$ cat config.mk
export PLATFORM = sky130hd
export DESIGN_NAME = battery_and_remote_key_classifier_unit_flat
export DESIGN_NICKNAME = d
export VERILOG_FILES = /design/src/brkc_pkg.sv /design/src/brkc_if.sv /design/src/brkc_battery.sv /design/src/brkc_remote.sv /design/src/battery_and_remote_key_classifier_unit.sv /design/src/flat_wrapper.sv
export VERILOG_INCLUDE_DIRS = /design/src /design/src/src
export SDC_FILE = /design/constraint.sdc
export NUM_CORES = 1
export LEC_CHECK = 0
export BUFFER_PORTS_ARGS = -buffer_cell sky130_fd_sc_hd__buf_2
export CAP_MARGIN = 15
export CORE_MARGIN = 5
export CORE_UTILIZATION = 55
export DETAILED_ROUTE_END_ITERATION = 7
export GPL_TIMING_DRIVEN = 0
export PLACE_DENSITY = 0.74
export SLEW_MARGIN = 0
export SYNTH_ARGS = -nofsm -noshare
export SYNTH_HDL_FRONTEND = slang
export SYNTH_SLANG_ARGS = --single-unit
$ cat constraint.sdc
create_clock -name clk_i -period 6.9 [get_ports clk_i]
set_input_delay 0.345 -clock clk_i [delete_from_list [all_inputs] [get_ports clk_i]]
set_output_delay 0.345 -clock clk_i [all_outputs]
set_load 0.1 [all_outputs]
$ cat src/battery_and_remote_key_classifier_unit_assert.svh
// ----------------------------------------------------------------------------
// battery_and_remote_key_classifier_unit_assert: assertion macros
// Assertion macros shared by the classifier RTL. Every macro samples on the
// rising edge of clk_i and is switched off while rst_ni is low.
// ----------------------------------------------------------------------------
`ifndef BATTERY_AND_REMOTE_KEY_CLASSIFIER_UNIT_ASSERT_SVH
`define BATTERY_AND_REMOTE_KEY_CLASSIFIER_UNIT_ASSERT_SVH

// Same-cycle implication.
`define BRKC_ASSERT_IMP(lbl, ante, cons, msg) \
  lbl: assert property (@(posedge clk_i) disable iff (!rst_ni) (ante) |-> (cons)) \
    else $error(msg);

// Next-cycle implication.
`define BRKC_ASSERT_NXT(lbl, ante, cons, msg) \
  lbl: assert property (@(posedge clk_i) disable iff (!rst_ni) (ante) |=> (cons)) \
    else $error(msg);

`endif

$ cat src/brkc_pkg.sv
// ----------------------------------------------------------------------------
// brkc_pkg: shared types and constants of the battery and remote classifier
// Widths, command and result codes, configuration record and key windows.
// ----------------------------------------------------------------------------
package brkc_pkg;

  localparam int unsigned SAMPLE_WIDTH = 10;
  // Compare width: holds a sample plus offset and every 11-bit threshold.
  localparam int unsigned CMP_W = (SAMPLE_WIDTH + 1 > 11) ? SAMPLE_WIDTH + 1 : 11;
  localparam int unsigned CFG_DATA_W = 11;
  localparam int unsigned CFG_IDX_W = 3;
  localparam int unsigned NUM_KEY_WIN = 7;

  typedef enum logic [1:0] {
    CMD_BATTERY = 2'd0,
    CMD_DETECT  = 2'd1,
    CMD_KEY     = 2'd2,
    CMD_CLEAR   = 2'd3
  } cmd_e;

  typedef enum logic [2:0] {
    LVL_HIGH  = 3'd0,
    LVL_MID   = 3'd1,
    LVL_LOW   = 3'd2,
    LVL_EMPTY = 3'd3,
    LVL_OLD   = 3'd4
  } lvl_e;

  typedef enum logic [3:0] {
    KEY_NONE     = 4'd0,
    KEY_EQ       = 4'd1,
    KEY_VOL_UP   = 4'd2,
    KEY_VOL_DOWN = 4'd3,
    KEY_PLAY     = 4'd4,
    KEY_REW      = 4'd5,
    KEY_FF       = 4'd6,
    KEY_NEXT     = 4'd7,
    KEY_REMOVED  = 4'd8
  } key_e;

  typedef enum logic [2:0] {
    REG_BAT_OFFSET   = 3'd0,
    REG_BAT_HIGH     = 3'd1,
    REG_BAT_MID      = 3'd2,
    REG_BAT_LOW      = 3'd3,
    REG_BAT_MAX      = 3'd4,
    REG_BAT_STABLE   = 3'd5,
    REG_DET_COUNT    = 3'd6,
    REG_DET_ATTEMPTS = 3'd7
  } reg_idx_e;

  typedef struct packed {
    logic [5:0]  bat_offset;
    logic [10:0] bat_high;
    logic [10:0] bat_mid;
    logic [10:0] bat_low;
    logic [3:0]  bat_max;
    logic [3:0]  bat_stable;
    logic [3:0]  det_count;
    logic [3:0]  det_attempts;
  } cfg_t;

  localparam cfg_t CFG_RESET = '{
    bat_offset:   6'd0,
    bat_high:     11'd832,
    bat_mid:      11'd720,
    bat_low:      11'd608,
    bat_max:      4'd10,
    bat_stable:   4'd4,
    det_count:    4'd5,
    det_attempts: 4'd10
  };

  typedef struct packed {
    lvl_e level;
    logic done;
  } bat_res_t;

  typedef struct packed {
    key_e key;
    logic present;
    logic detect_done;
  } rem_res_t;

  // Remote voltage limits.
  localparam logic [CMP_W-1:0] DET_WIN_LO = CMP_W'(12'h315);
  localparam logic [CMP_W-1:0] DET_WIN_HI = CMP_W'(12'h350);
  localparam logic [CMP_W-1:0] KEY_MIN    = CMP_W'(12'h060);
  localparam logic [CMP_W-1:0] KEY_MAX    = CMP_W'(12'h350);
  localparam logic [CMP_W-1:0] KEY_CEIL   = CMP_W'(12'h2EA);

  typedef struct packed {
    logic [CMP_W-1:0] lo;
    logic [CMP_W-1:0] hi;
    key_e             key;
  } key_win_t;

  // Key windows in priority order, both bounds exclusive.
  localparam key_win_t KEY_WIN [NUM_KEY_WIN] = '{
    '{lo: CMP_W'(12'h2C5), hi: CMP_W'(12'h2DC), key: KEY_VOL_UP},
    '{lo: CMP_W'(12'h267), hi: CMP_W'(12'h27B), key: KEY_VOL_DOWN},
    '{lo: CMP_W'(12'h1FA), hi: CMP_W'(12'h20D), key: KEY_EQ},
    '{lo: CMP_W'(12'h193), hi: CMP_W'(12'h1A6), key: KEY_FF},
    '{lo: CMP_W'(12'h130), hi: CMP_W'(12'h140), key: KEY_PLAY},
    '{lo: CMP_W'(12'h0D5), hi: CMP_W'(12'h0E5), key: KEY_REW},
    '{lo: CMP_W'(12'h06A), hi: CMP_W'(12'h08A), key: KEY_NEXT}
  };

endpackage

$ cat src/brkc_if.sv
// ----------------------------------------------------------------------------
// brkc_if: handshake channels of the battery and remote classifier
// Sample input channel, result output channel and configuration write channel.
// ----------------------------------------------------------------------------
interface brkc_in_if;
  logic                              valid;
  logic                              ready;
  logic [1:0]                        command;
  logic [brkc_pkg::SAMPLE_WIDTH-1:0] sample;
  logic                              first;

  modport source (output valid, command, sample, first, input ready);
  modport sink (input valid, command, sample, first, output ready);
endinterface

interface brkc_out_if;
  logic       valid;
  logic       ready;
  logic [2:0] battery_level;
  logic       battery_done;
  logic [3:0] remote_key;
  logic       remote_present;
  logic       detect_done;

  modport source (output valid, battery_level, battery_done, remote_key,
                  remote_present, detect_done, input ready);
  modport sink (input valid, battery_level, battery_done, remote_key,
                remote_present, detect_done, output ready);
endinterface

interface brkc_cfg_if;
  logic                            valid;
  logic                            ready;
  logic [brkc_pkg::CFG_IDX_W-1:0]  index;
  logic [brkc_pkg::CFG_DATA_W-1:0] data;

  modport source (output valid, index, data, input ready);
  modport sink (input valid, index, data, output ready);
endinterface

$ cat src/brkc_battery.sv
// ----------------------------------------------------------------------------
// brkc_battery: battery burst tracker
// Classifies one battery sample and keeps the stable-level burst state.
// ----------------------------------------------------------------------------
module brkc_battery (
  input  logic                              clk_i,
  input  logic                              rst_ni,
  input  logic                              en_i,
  input  logic [brkc_pkg::SAMPLE_WIDTH-1:0] sample_i,
  input  logic                              first_i,
  input  brkc_pkg::cfg_t                    cfg_i,
  output brkc_pkg::bat_res_t                res_o
);

  logic [1:0] prev_q, prev_d;
  logic [3:0] stable_q, stable_d;
  logic [3:0] index_q, index_d;
  logic       decided_q, decided_d;

  logic [brkc_pkg::CMP_W-1:0] sum;
  logic [1:0]                 lvl;
  brkc_pkg::lvl_e             res_lvl;

  assign sum = brkc_pkg::CMP_W'(sample_i) + brkc_pkg::CMP_W'(cfg_i.bat_offset);

  always_comb begin
    if (sum > brkc_pkg::CMP_W'(cfg_i.bat_high)) begin
      lvl = 2'd0;
    end else if (sum > brkc_pkg::CMP_W'(cfg_i.bat_mid)) begin
      lvl = 2'd1;
    end else if (sum > brkc_pkg::CMP_W'(cfg_i.bat_low)) begin
      lvl = 2'd2;
    end else begin
      lvl = 2'd3;
    end
  end

  always_comb begin
    prev_d    = prev_q;
    stable_d  = stable_q;
    index_d   = index_q;
    decided_d = decided_q;
    res_lvl   = brkc_pkg::LVL_OLD;
    if (en_i) begin
      if (first_i) begin
        prev_d    = lvl;
        stable_d  = 4'd0;
        index_d   = 4'd0;
        decided_d = (cfg_i.bat_max == 4'd0);
      end else if (!decided_q) begin
        index_d = index_q + 4'd1;
        if (stable_q == cfg_i.bat_stable) begin
          decided_d = 1'b1;
          res_lvl   = brkc_pkg::lvl_e'({1'b0, lvl});
        end else begin
          stable_d  = (lvl == prev_q) ? stable_q + 4'd1 : 4'd0;
          prev_d    = lvl;
          decided_d = (index_d >= cfg_i.bat_max);
        end
      end
    end
  end

  assign res_o.level = res_lvl;
  assign res_o.done  = decided_d;

  always_ff @(posedge clk_i or negedge rst_ni) begin
    if (!rst_ni) begin
      prev_q    <= 2'd0;
      stable_q  <= 4'd0;
      index_q   <= 4'd0;
      decided_q <= 1'b1;
    end else begin
      prev_q    <= prev_d;
      stable_q  <= stable_d;
      index_q   <= index_d;
      decided_q <= decided_d;
    end
  end

endmodule

$ cat src/brkc_remote.sv
// ----------------------------------------------------------------------------
// brkc_remote: earphone remote presence and key decoder
// Runs detection bursts, decodes key samples and holds the presence flag.
// ----------------------------------------------------------------------------
module brkc_remote (
  input  logic                              clk_i,
  input  logic                              rst_ni,
  input  logic                              en_i,
  input  brkc_pkg::cmd_e                    cmd_i,
  input  logic [brkc_pkg::SAMPLE_WIDTH-1:0] sample_i,
  input  logic                              first_i,
  input  brkc_pkg::cfg_t                    cfg_i,
  output brkc_pkg::rem_res_t                res_o
);

  logic       present_q, present_d;
  logic [3:0] match_q, match_d;
  logic [3:0] attempt_q, attempt_d;
  logic       finished_q, finished_d;

  logic [brkc_pkg::CMP_W-1:0] s;
  logic                       in_det_win;
  logic                       out_of_range;
  brkc_pkg::key_e             win_key;
  brkc_pkg::key_e             key;
  logic [3:0]                 match_base;
  logic                       found;

  assign s            = brkc_pkg::CMP_W'(sample_i);
  assign in_det_win   = (s > brkc_pkg::DET_WIN_LO) && (s < brkc_pkg::DET_WIN_HI);
  assign out_of_range = (s < brkc_pkg::KEY_MIN) || (s > brkc_pkg::KEY_MAX);

  // Windows do not overlap; the first hit wins.
  always_comb begin
    win_key = brkc_pkg::KEY_NONE;
    found   = 1'b0;
    for (int i = 0; i < brkc_pkg::NUM_KEY_WIN; i++) begin
      if (!found && s > brkc_pkg::KEY_WIN[i].lo && s < brkc_pkg::KEY_WIN[i].hi) begin
        win_key = brkc_pkg::KEY_WIN[i].key;
        found   = 1'b1;
      end
    end
  end

  always_comb begin
    present_d  = present_q;
    match_d    = match_q;
    attempt_d  = attempt_q;
    finished_d = finished_q;
    key        = brkc_pkg::KEY_NONE;
    match_base = first_i ? 4'd0 : match_q;
    if (en_i) begin
      case (cmd_i)
        brkc_pkg::CMD_DETECT: begin
          if (first_i) begin
            match_d    = 4'd0;
            attempt_d  = 4'd0;
            finished_d = 1'b0;
          end
          if (first_i && present_q) begin
            finished_d = 1'b1;
          end else if (first_i || !finished_q) begin
            attempt_d = (first_i ? 4'd0 : attempt_q) + 4'd1;
            if (in_det_win && match_base == cfg_i.det_count) begin
              present_d  = 1'b1;
              finished_d = 1'b1;
            end else begin
              match_d    = in_det_win ? match_base + 4'd1 : 4'd0;
              finished_d = (attempt_d >= cfg_i.det_attempts);
            end
          end
        end
        brkc_pkg::CMD_KEY: begin
          if (!present_q) begin
            key = brkc_pkg::KEY_REMOVED;
          end else if (out_of_range) begin
            present_d = 1'b0;
            key       = brkc_pkg::KEY_REMOVED;
          end else if (s > brkc_pkg::KEY_CEIL) begin
            key = brkc_pkg::KEY_NONE;
          end else begin
            key = win_key;
          end
        end
        brkc_pkg::CMD_CLEAR: begin
          present_d = 1'b0;
        end
        default: begin
        end
      endcase
    end
  end

  assign res_o.key         = key;
  assign res_o.present     = present_d;
  assign res_o.detect_done = finished_d;

  always_ff @(posedge clk_i or negedge rst_ni) begin
    if (!rst_ni) begin
      present_q  <= 1'b0;
      match_q    <= 4'd0;
      attempt_q  <= 4'd0;
      finished_q <= 1'b1;
    end else begin
      present_q  <= present_d;
      match_q    <= match_d;
      attempt_q  <= attempt_d;
      finished_q <= finished_d;
    end
  end

endmodule

$ cat src/battery_and_remote_key_classifier_unit.sv
// ----------------------------------------------------------------------------
// battery_and_remote_key_classifier_unit: converter sample classifier
// Battery level bursts, earphone remote detection and remote key decoding.
// ----------------------------------------------------------------------------
// Each input transaction carries a command, a converter sample and a burst
// start flag, and produces exactly one result transaction holding the battery
// level, the battery burst state, the decoded remote key, the presence flag
// and the detection burst state. The block accepts one transaction per clock
// cycle unless a stalled result holds a full input register. A transaction
// passes through the input register; the classification logic and the
// state update then land in the result register at the same edge, so the
// following sample sees the updated burst and presence state at once.
// Configuration writes are always accepted (ready is tied high) and must be
// issued only while no transaction is in flight.
`include "battery_and_remote_key_classifier_unit_assert.svh"

module battery_and_remote_key_classifier_unit (
  input  logic       clk_i,
  input  logic       rst_ni,
  brkc_in_if.sink    in_i,
  brkc_out_if.source out_o,
  brkc_cfg_if.sink   cfg_i
);

  // Configuration registers.
  brkc_pkg::cfg_t cfg_q;

  // Input register stage.
  logic                              in_vld_q;
  brkc_pkg::cmd_e                    in_cmd_q;
  logic [brkc_pkg::SAMPLE_WIDTH-1:0] in_sample_q;
  logic                              in_first_q;

  // Result register stage.
  logic           out_vld_q;
  brkc_pkg::lvl_e out_lvl_q;
  logic           out_bat_done_q;
  brkc_pkg::key_e out_key_q;
  logic           out_present_q;
  logic           out_det_done_q;

  logic               advance;
  logic               bat_en;
  brkc_pkg::bat_res_t bat_res;
  brkc_pkg::rem_res_t rem_res;

  // The input stage moves forward whenever the result register is free or
  // is being emptied in this cycle, so a result taken in the same cycle does
  // not hold up intake of the next sample. Only a stalled result with a full
  // input stage blocks the input.
  assign advance    = in_vld_q && (!out_vld_q || out_o.ready);
  assign in_i.ready = !in_vld_q || advance;
  assign bat_en     = advance && (in_cmd_q == brkc_pkg::CMD_BATTERY);

  assign cfg_i.ready = 1'b1;

  // Configuration write; the register bits above each field's width are
  // dropped, as are writes that fall outside the list (none with 3 bits).
  always_ff @(posedge clk_i or negedge rst_ni) begin
    if (!rst_ni) begin
      cfg_q <= brkc_pkg::CFG_RESET;
    end else if (cfg_i.valid) begin
      case (brkc_pkg::reg_idx_e'(cfg_i.index))
        brkc_pkg::REG_BAT_OFFSET:   cfg_q.bat_offset   <= cfg_i.data[5:0];
        brkc_pkg::REG_BAT_HIGH:     cfg_q.bat_high     <= cfg_i.data[10:0];
        brkc_pkg::REG_BAT_MID:      cfg_q.bat_mid      <= cfg_i.data[10:0];
        brkc_pkg::REG_BAT_LOW:      cfg_q.bat_low      <= cfg_i.data[10:0];
        brkc_pkg::REG_BAT_MAX:      cfg_q.bat_max      <= cfg_i.data[3:0];
        brkc_pkg::REG_BAT_STABLE:   cfg_q.bat_stable   <= cfg_i.data[3:0];
        brkc_pkg::REG_DET_COUNT:    cfg_q.det_count    <= cfg_i.data[3:0];
        brkc_pkg::REG_DET_ATTEMPTS: cfg_q.det_attempts <= cfg_i.data[3:0];
        default: begin
        end
      endcase
    end
  end

  // Input register: valid flag under reset, payload loaded on acceptance.
  always_ff @(posedge clk_i or negedge rst_ni) begin
    if (!rst_ni) begin
      in_vld_q <= 1'b0;
    end else if (in_i.valid && in_i.ready) begin
      in_vld_q <= 1'b1;
    end else if (advance) begin
      in_vld_q <= 1'b0;
    end
  end

  always_ff @(posedge clk_i) begin
    if (in_i.valid && in_i.ready) begin
      in_cmd_q    <= brkc_pkg::cmd_e'(in_i.command);
      in_sample_q <= in_i.sample;
      in_first_q  <= in_i.first;
    end
  end

  brkc_battery u_battery (
    .clk_i    (clk_i),
    .rst_ni   (rst_ni),
    .en_i     (bat_en),
    .sample_i (in_sample_q),
    .first_i  (in_first_q),
    .cfg_i    (cfg_q),
    .res_o    (bat_res)
  );

  brkc_remote u_remote (
    .clk_i    (clk_i),
    .rst_ni   (rst_ni),
    .en_i     (advance),
    .cmd_i    (in_cmd_q),
    .sample_i (in_sample_q),
    .first_i  (in_first_q),
    .cfg_i    (cfg_q),
    .res_o    (rem_res)
  );

  // Result register. The battery level only means something for a battery
  // sample and the key only for a key sample; the remote module already
  // reports no key for every other command.
  always_ff @(posedge clk_i or negedge rst_ni) begin
    if (!rst_ni) begin
      out_vld_q <= 1'b0;
    end else if (advance) begin
      out_vld_q <= 1'b1;
    end else if (out_o.ready) begin
      out_vld_q <= 1'b0;
    end
  end

  always_ff @(posedge clk_i) begin
    if (advance) begin
      out_lvl_q      <= bat_en ? bat_res.level : brkc_pkg::LVL_OLD;
      out_bat_done_q <= bat_res.done;
      out_key_q      <= rem_res.key;
      out_present_q  <= rem_res.present;
      out_det_done_q <= rem_res.detect_done;
    end
  end

  assign out_o.valid          = out_vld_q;
  assign out_o.battery_level  = out_lvl_q;
  assign out_o.battery_done   = out_bat_done_q;
  assign out_o.remote_key     = out_key_q;
  assign out_o.remote_present = out_present_q;
  assign out_o.detect_done    = out_det_done_q;

  // A reported level always closes the burst.
  `BRKC_ASSERT_IMP(a_level_closes_burst,
                   out_vld_q && out_lvl_q != brkc_pkg::LVL_OLD, out_bat_done_q,
                   "battery level reported while burst still open")

  // A decoded key is only possible while the remote is present.
  `BRKC_ASSERT_IMP(a_key_needs_presence,
                   out_vld_q && out_key_q != brkc_pkg::KEY_NONE &&
                   out_key_q != brkc_pkg::KEY_REMOVED, out_present_q,
                   "key decoded without remote presence")

  // A removal report always leaves presence cleared.
  `BRKC_ASSERT_IMP(a_removed_clears_presence,
                   out_vld_q && out_key_q == brkc_pkg::KEY_REMOVED, !out_present_q,
                   "removal reported with presence still set")

  // A sample held in the input stage by a stalled result stays put.
  `BRKC_ASSERT_NXT(a_input_stage_holds,
                   in_vld_q && !advance, in_vld_q && $stable(in_sample_q),
                   "input stage lost or changed a waiting sample")

endmodule
$ cat src/flat_wrapper.sv
// flat-port wrapper written by rule: the top's interface ports become plain ports
module battery_and_remote_key_classifier_unit_flat 
  (clk_i, rst_ni, in_i_valid, in_i_command, in_i_sample, in_i_first, in_i_ready, out_o_valid, out_o_battery_level, out_o_battery_done, out_o_remote_key, out_o_remote_present, out_o_detect_done, out_o_ready, cfg_i_valid, cfg_i_index, cfg_i_data, cfg_i_ready);
  brkc_in_if in_i_i ();
  brkc_out_if out_o_i ();
  brkc_cfg_if cfg_i_i ();
  input  logic clk_i;
  input  logic rst_ni;
  input wire logic [$bits(in_i_i.valid)-1:0] in_i_valid;
  input wire logic [$bits(in_i_i.command)-1:0] in_i_command;
  input wire logic [$bits(in_i_i.sample)-1:0] in_i_sample;
  input wire logic [$bits(in_i_i.first)-1:0] in_i_first;
  output wire logic [$bits(in_i_i.ready)-1:0] in_i_ready;
  output wire logic [$bits(out_o_i.valid)-1:0] out_o_valid;
  output wire logic [$bits(out_o_i.battery_level)-1:0] out_o_battery_level;
  output wire logic [$bits(out_o_i.battery_done)-1:0] out_o_battery_done;
  output wire logic [$bits(out_o_i.remote_key)-1:0] out_o_remote_key;
  output wire logic [$bits(out_o_i.remote_present)-1:0] out_o_remote_present;
  output wire logic [$bits(out_o_i.detect_done)-1:0] out_o_detect_done;
  input wire logic [$bits(out_o_i.ready)-1:0] out_o_ready;
  input wire logic [$bits(cfg_i_i.valid)-1:0] cfg_i_valid;
  input wire logic [$bits(cfg_i_i.index)-1:0] cfg_i_index;
  input wire logic [$bits(cfg_i_i.data)-1:0] cfg_i_data;
  output wire logic [$bits(cfg_i_i.ready)-1:0] cfg_i_ready;
  assign in_i_i.valid = in_i_valid;
  assign in_i_i.command = in_i_command;
  assign in_i_i.sample = in_i_sample;
  assign in_i_i.first = in_i_first;
  assign in_i_ready = in_i_i.ready;
  assign out_o_valid = out_o_i.valid;
  assign out_o_battery_level = out_o_i.battery_level;
  assign out_o_battery_done = out_o_i.battery_done;
  assign out_o_remote_key = out_o_i.remote_key;
  assign out_o_remote_present = out_o_i.remote_present;
  assign out_o_detect_done = out_o_i.detect_done;
  assign out_o_i.ready = out_o_ready;
  assign cfg_i_i.valid = cfg_i_valid;
  assign cfg_i_i.index = cfg_i_index;
  assign cfg_i_i.data = cfg_i_data;
  assign cfg_i_ready = cfg_i_i.ready;
  battery_and_remote_key_classifier_unit u_core (.clk_i(clk_i), .rst_ni(rst_ni), .in_i(in_i_i), .out_o(out_o_i), .cfg_i(cfg_i_i));
endmodule
==> results.yml, run 1 <==
status:
  status: "finished, final reports clean"
placed_design:
  io_buffers: 43
  hpwl_mm: 10.0
  gp_congestion: 0.911
pwr:
  clkPwrFrac: 0.191
  p_int_w: 0.00118
  total_power_w: 0.00191
  combPwrFrac: 0.379
  power_frac_seq: 0.429
  swShare: 0.380
  power.density_mw_per_mm2: 288
  p_sw_w: 0.000726
  ir_drop_mv: 0.149
  leakage_nw: 2.93
cells_and_area:
  final_nets: 749
  n_fill_cell: 866
  diodes: 0
  syn_to_final_growth_pct: 10.2
  drive_above_1_share: 0.185
hold_path:
  hold_path.class: "in -> reg"
  hold_start: "in_i_sample[0]"
  holdPathStages: 1
  holdPathEnd: "u_core.in_sample_q[0]"
critical_path:
  rr_worst_depth: 18
  crit_path_end_kind: "flop"
  required_ps: 7160
  r2r-end: "u_core.u_battery.stable_q[1]"
  worstSetupPathType: "reg -> reg"
  cp_max_fo: 6
  worstPathArrival_ps: 4690
  setup.reg_to_reg.worst_slack_ps: 2470
  r2r-start: "u_core.in_sample_q[0]"
  cp-start-kind: "flop"
synth:
  ys.flop_type: "dfrtp_1"
  async_reset_ff_frac: 0.772
  ys_seq_area_frac: 0.442
  yosys_register_bits: 101
  synth_area_mm2: 0.00603
  synth.top_cell.area_share: 0.245
  yosysWarningCount: 0
  syn_inst: 609
  yosysTopAreaCell: "dfrtp_1"
  yosysUniqueCellTypes: 65
  synthTopCellsByArea: "dfrtp_1 24%, edfxtp_1 11%, ha_1 11%"
  syn_area_per_cell_um2: 9.90
  synth_edf_count: 23
  syn_nets: 693
clock_tree:
  cts_buffer_depth: 2
  numCtsBuffers: 9
  insertion_delay_ps: 380
  cts-resized-gates: 0
  htree_levels: 3
  cts_root_buf: "clkbuf_8"
  numClockSinks: 101
  tritoncts: "built"
  clk_pin_slew_ps: 110
detailed_routing:
  drc: 0
  routed.top_layer: "met4"
  via_per_inst: 5.82
  wirelength_mm: 13.2
  vias: 4715
  dr.pass1.iters: 5
  post_drt_wl_per_cell_um: 16.3
  drtIter0Drc: 250
  ant_nets: 0
  wl_met3_um: 622
  wl_met2_mm: 6.34
  wl_met1_mm: 5.93
global_routing:
  grt_pass1_vias: 4807
  antenna_found_initial: 0
  grt_pass1_wl_mm: 22.9
  grt_max_degree: 49
  grtUsageTotal: 0.218
  grt_overflow: 0
floorplan:
  die_w_um: 115
  io_pins: 45
  fp.dieH_um: 115
  core-area_mm2: 0.0108
  dieArea_mm2: 0.0132
  start_util: 0.559
  num_rows: 38
sta:
  relSlewSlack: 0.305
  tightest_slew_ps: 1030
  min_period_ps: 4430
  max_freq_ghz: 0.226
  finalCritPeriodShare: 0.642
  tns_ps: 0
  drv_slew: 0
  setup_viol: 0
  rsz0062_at_grt: "no"
  hold_viol_final: 0
  finClkSkew_ps: 10.9
job:
  max_cap_viol_count: 0
registers in the layout, indices dropped and copies added (netlist names):
signal and cells:
u_core.cfg_q 55, u_core.in_sample_q 10, u_core.out_o.remote_key 4, u_core.u_battery.index_q 4
u_core.u_battery.stable_q 4, u_core.u_remote.attempt_q 4, u_core.u_remote.match_q 4, u_core.out_o.battery_level 3
u_core.in_cmd_q 2, u_core.u_battery.prev_q 2, u_core.in_first_q 1, u_core.in_vld_q 1
u_core.out_o.battery_done 1, u_core.out_o.detect_done 1, u_core.out_o.remote_present 1, u_core.out_o.valid 1
u_core.u_battery.decided_q 1, u_core.u_remote.finished_q 1, u_core.u_remote.present_q 1
power groups by stage:
| stage | Sequential [W] | Combinational [W] | Clock [W] |
|---|---|---|---|
| floorplan | 0.000850 | 0.000510 | 0 |
| global placement | 0.000824 | 0.000680 | 0 |
| detailed placement | 0.000829 | 0.000718 | 0 |
| CTS | 0.000819 | 0.000725 | 0.000372 |
| global route | 0.000836 | 0.000826 | 0.000399 |
| finish | 0.000820 | 0.000725 | 0.000365 |
synth_stat cells, types with 3 or more instances:
cell,instances
nand2_1,61
dfrtp_1,59
ha_1,51
inv_1,51
o21ai_0,51
mux2_2,31
a21oi_1,29
nor2_1,29
edfxtp_1,23
clkbuf_1,19
dfstp_2,19
nand3_1,17
nor2b_1,14
nor3_1,14
nand2b_1,12
xnor2_1,10
xor2_1,10
a21o_1,8
nand4_1,6
a211oi_1,5
o21a_1,5
o21bai_1,5
nand3b_1,4
nor3b_1,4
o32ai_1,4
a22o_1,3
a22oi_1,3
and2_1,3
and3_1,3
nand4b_1,3
nor4_1,3
o211ai_1,3
o31ai_1,3
metal layers:
metal  vias up  track usage
met5         -            0
met4         0       0.0829
met3        29       0.0349
met2       127        0.359
met1      2267        0.291
li1       2292            -
cells by family after synthesis:
family / count (synthesis) / share of synthesized area
simple gates: 184 / 0.156
compound gates: 145 / 0.155
flops: 101 / 0.442
buf+inv: 74 / 0.0483
fa+ha+maj: 52 / 0.109
mux: 32 / 0.0596
xor+xnor: 20 / 0.0291
other cells: 1 / 0.000622
cell usage in the layout (no fill, tap or decap), drive strengths merged, types with 10 or more instances in the layout:
cell and count:
o21ai 51, dfrtp 59, buf 47, a21oi 29, dfstp 19, mux2 31, xnor2 10, nand2 61
ha 51, nand3 17, xor2 10, nor3 14, nand2b 12, nor2 29, edfxtp 23, nor2b 14
inv 54, clkbuf 30
stage by stage:
step           worst slack (ps)  area [um2]  cells  hold WS (ps)  utilization
6_report                   2470        6640    810           125        0.615
5_1_grt                    2070        6640    810           115        0.615
4_1_cts                    2540        6640    810           118        0.615
3_5_place_dp               2540        6450    793           314        0.598
3_3_place_gp               2740        6420    792           483        0.595
2_1_floorplan              3400        6030    609          49.4            -
cell type report:
type	instances	area, um2	area share
buffer	23	100	0.0151
clock buffer	10	138	0.0207
clock inverter	6	45.0	0.00678
inverter	51	191	0.0288
multi-input combinational	434	3070	0.462
sequential	101	2670	0.401
tap	140	175	0.0264
timing repair buffer	45	255	0.0384
worst max path at each step:
stage	start	to	slack, ps	cells after the start
finish	u_core.in_sample_q[0]	u_core.u_battery.stable_q[1]	2470	18
global route	u_core.in_sample_q[0]	u_core.u_battery.stable_q[0]	2070	18
CTS	u_core.in_sample_q[0]	u_core.u_battery.stable_q[1]	2540	18
detailed placement	u_core.in_sample_q[0]	u_core.u_battery.stable_q[0]	2540	18
global placement	u_core.in_sample_q[0]	u_core.u_battery.stable_q[1]	2740	18
floorplan	u_core.in_sample_q[0]	u_core.u_battery.stable_q[1]	3400	18
critical path, stage by stage, from the launching register on:
cell and delay, ps:
edfxtp_1 490, ha_1 210, inv_1 60, fa_1 450, inv_1 70, a21oi_1 70
o21bai_1 200, a21o_1 150, a21o_1 140, nor2b_1 210, xor2_1 390, ha_1 220
nand4_1 130, nor2_1 220, o221ai_1 170, a22oi_1 500, nor4_1 160, nor3_1 340
o21ai_0 130
timing repair:
| action | 4_1_cts | 5_1_grt |
|---|---|---|
| hold buffers | 1 | 0 |
| endpoints found under the hold margin | 25 | 0 |
| buffers inserted | 0 | 0 |
Power figures use the tool's default switching activity.
==> inputs of run 2 (changes only) <==
--- a/config.mk
+++ b/config.mk
@@ -6,13 +6,14 @@
 export SDC_FILE = /design/constraint.sdc
 export NUM_CORES = 1
 export LEC_CHECK = 0
+export ABC_AREA = 1
 export BUFFER_PORTS_ARGS = -buffer_cell sky130_fd_sc_hd__buf_2
 export CAP_MARGIN = 15
 export CORE_MARGIN = 5
 export CORE_UTILIZATION = 55
 export DETAILED_ROUTE_END_ITERATION = 7
 export GPL_TIMING_DRIVEN = 0
-export PLACE_DENSITY = 0.74
+export PLACE_DENSITY = 0.77
 export SLEW_MARGIN = 0
 export SYNTH_ARGS = -nofsm -noshare
 export SYNTH_HDL_FRONTEND = slang
==> constraint.sdc (replaced) <==
create_clock -name clk_i -period 4 [get_ports clk_i]
set_input_delay 0.2 -clock clk_i [delete_from_list [all_inputs] [get_ports clk_i]]
set_output_delay 0.2 -clock clk_i [all_outputs]
set_load 0.1 [all_outputs]
==> results.yml, run 2 <==
synth:
  synth.most_common_cell: "nand2_1"
  synth_edf_count: 23
  ys_seq_area_frac: 0.432
  async_reset_ff_frac: 0.772
  synth.top_cell.area_share: 0.239
  syn_area_per_cell_um2: 8.02
  ys.flop_type: "dfrtp_1"
  syn_inst: 770
  syn_nets: 854
  yosysTopAreaCell: "dfrtp_1"
  synthTopCellsByArea: "dfrtp_1 24%, nand2_1 13%, edfxtp_1 11%"
  yosys_register_bits: 101
  yosysWarningCount: 0
  synth_area_mm2: 0.00617
  synthTopCellsByCount: "206 x nand2_1, 129 x inv_1, 74 x o21ai_0"
  yosysUniqueCellTypes: 47
critical_path:
  crit_path_end_kind: "flop"
  required_ps: 4250
  worstPathArrival_ps: 3930
  cp-start-kind: "flop"
  rr_worst_depth: 22
  worstSetupPathType: "reg -> reg"
  cp_max_fo: 4
cells_and_area:
  layout_common_cells: "206 x nand2_1, 129 x inv_1, 74 x o21ai_0, 59 x dfrtp_1, 51 x ha_1"
  drive_above_1_share: 0.134
  n_fill_cell: 970
  diodes: 0
  final_common_cell: "nand2_1"
  syn_to_final_growth_pct: 12.2
  final_nets: 910
  largest_reg_flops: 55
  top_register: "u_core.cfg_q"
  top_regs: "u_core.cfg_q: 55 flops, u_core.in_sample_q: 10 flops"
placed_design:
  pre_cts_slack_ps: 239
  gp_congestion: 0.908
  io_buffers: 43
  hpwl_mm: 10.7
global_routing:
  grtUsageTotal: 0.229
  use_met1: 0.302
  grt_use_met3: 0.0397
  grt_pass1_vias: 5093
  grt_pass1_wl_mm: 24.2
  grtUsageMet2: 0.379
  grt-busiest-layer: "met2"
  grt_overflow: 0
  antenna_found_initial: 0
  grt_max_degree: 54
sta:
  setup_viol: 0
  tns_ps: 0
  drv_slew: 0
  rsz0062_at_grt: "no"
  min_period_ps: 3690
  hold_viol_final: 0
  tightest_slew_ps: 803
  setup_ws_ps: 314
  finalCritPeriodShare: 0.922
  max_freq_ghz: 0.271
  relSlewSlack: 0.461
  finClkSkew_ps: 5.26
clock_tree:
  numCtsBuffers: 9
  cts_root_buf: "clkbuf_16"
  clk_pin_slew_ps: 70
  cts_buffer_depth: 2
  insertion_delay_ps: 360
  htree_levels: 3
  tritoncts: "built"
  numClockSinks: 101
floorplan:
  num_rows: 38
  fp.dieH_um: 116
  start_util: 0.565
  die_w_um: 116
  core-area_mm2: 0.0109
  io_pins: 45
  dieArea_mm2: 0.0134
detailed_routing:
  wirelength_mm: 14.0
  via_per_inst: 5.35
  dr.pass1.iters: 4
  vias: 5194
  drc: 0
  ant_nets: 0
  post_drt_wl_per_cell_um: 14.5
  drtIter0Drc: 268
pwr:
  leakage_nw: 3.58
  power.density_mw_per_mm2: 528
  ir_drop_mv: 0.298
status:
  status: "finished, final reports clean"
hold_path:
  hold_path.class: "in -> reg"
  holdPathStages: 1
job:
  max_cap_viol_count: 0
[run 2: final timing paths]
path | from | end | slack [ps]
max in group asynchronous | rst_ni | u_core.u_remote.finished_q | 3050
min in group asynchronous | rst_ni | u_core.cfg_q[23] | 310
worst max register to register | u_core.in_sample_q[0] | u_core.u_battery.stable_q[3] | 310
worst max-delay path | u_core.in_sample_q[0] | u_core.u_battery.stable_q[3] | 310
worst min register to register | u_core.cfg_q[43] | u_core.cfg_q[43] | 490
worst min-delay path | in_i_first | u_core.in_first_q | 20
[run 2: power breakdown]
part / leakage (nW) / switching (W) / internal (W) / total, W
combinational: 2.26 / 0.000860 / 0.000457 / 0.00132
sequential: 1.17 / 0.000142 / 0.00129 / 0.00143
clock: 0.152 / 0.000407 / 0.000506 / 0.000912
[run 2: kinds of logic (layout without fill, tap and decap cells)]
kind of cell    count (synthesis)  after routing  synth area share
compound gates                123            123             0.111
xor+xnor                       20             20            0.0284
fa+ha+maj                      52             52             0.107
buf+inv                       149            210            0.0962
flops                         101            101             0.432
other cells                     1              1          0.000607
simple gates                  324            324             0.226
[run 2: layout make-up]
| class | count | area (um2) | area share |
|---|---|---|---|
| buffer | 14 | 82.6 | 0.0119 |
| tap | 140 | 175 | 0.0253 |
| sequential | 101 | 2670 | 0.385 |
| clock buffer | 12 | 279 | 0.0403 |
| timing repair buffer | 45 | 255 | 0.0368 |
| inverter | 135 | 512 | 0.0738 |
| multi-input combinational | 520 | 2930 | 0.422 |
| clock inverter | 4 | 33.8 | 0.00487 |
[run 2: worst max-delay path: stages, from the launching register on]
cell and delay [ps]:
edfxtp_1 400, ha_1 220, inv_1 80, fa_1 460
o21ai_1 230, a21oi_1 100, o21bai_1 190, nand2_1 110
nor2_1 190, xor2_2 310, ha_1 310, nand2_1 100
inv_1 40, nand2_1 70, inv_1 40, nand2_1 60
nand3_1 70, nand2_1 140, nand2_1 90, nand2_1 90
nand2_1 110, nand4_1 80, nand2_1 60
[run 2: metal layers]
metal,part of all wire,wire (um)
met5,0,0
met4,0.022,309
met3,0.054,757
met2,0.49,6810
met1,0.44,6170
[run 2: stage by stage]
stage	hold WS (ps)	instance area [um2]	total power, W	utilization	cells
after floorplan	-95.6	6170	0.00242	-	770
after global placement	378	6570	0.00268	0.600	953
after detailed placement	139	6600	0.00274	0.603	954
after CTS	7.80	6920	0.00368	0.633	971
after global routing	0.559	6930	0.00395	0.634	971
final	16.7	6930	0.00366	0.634	971
[run 2: what timing repair did]
item,CTS,global route
setup endpoints to repair,0,4
setup buffers,0,0
hold buffers,1,0
hold endpoints to repair,16,0
gates resized for setup,0,2
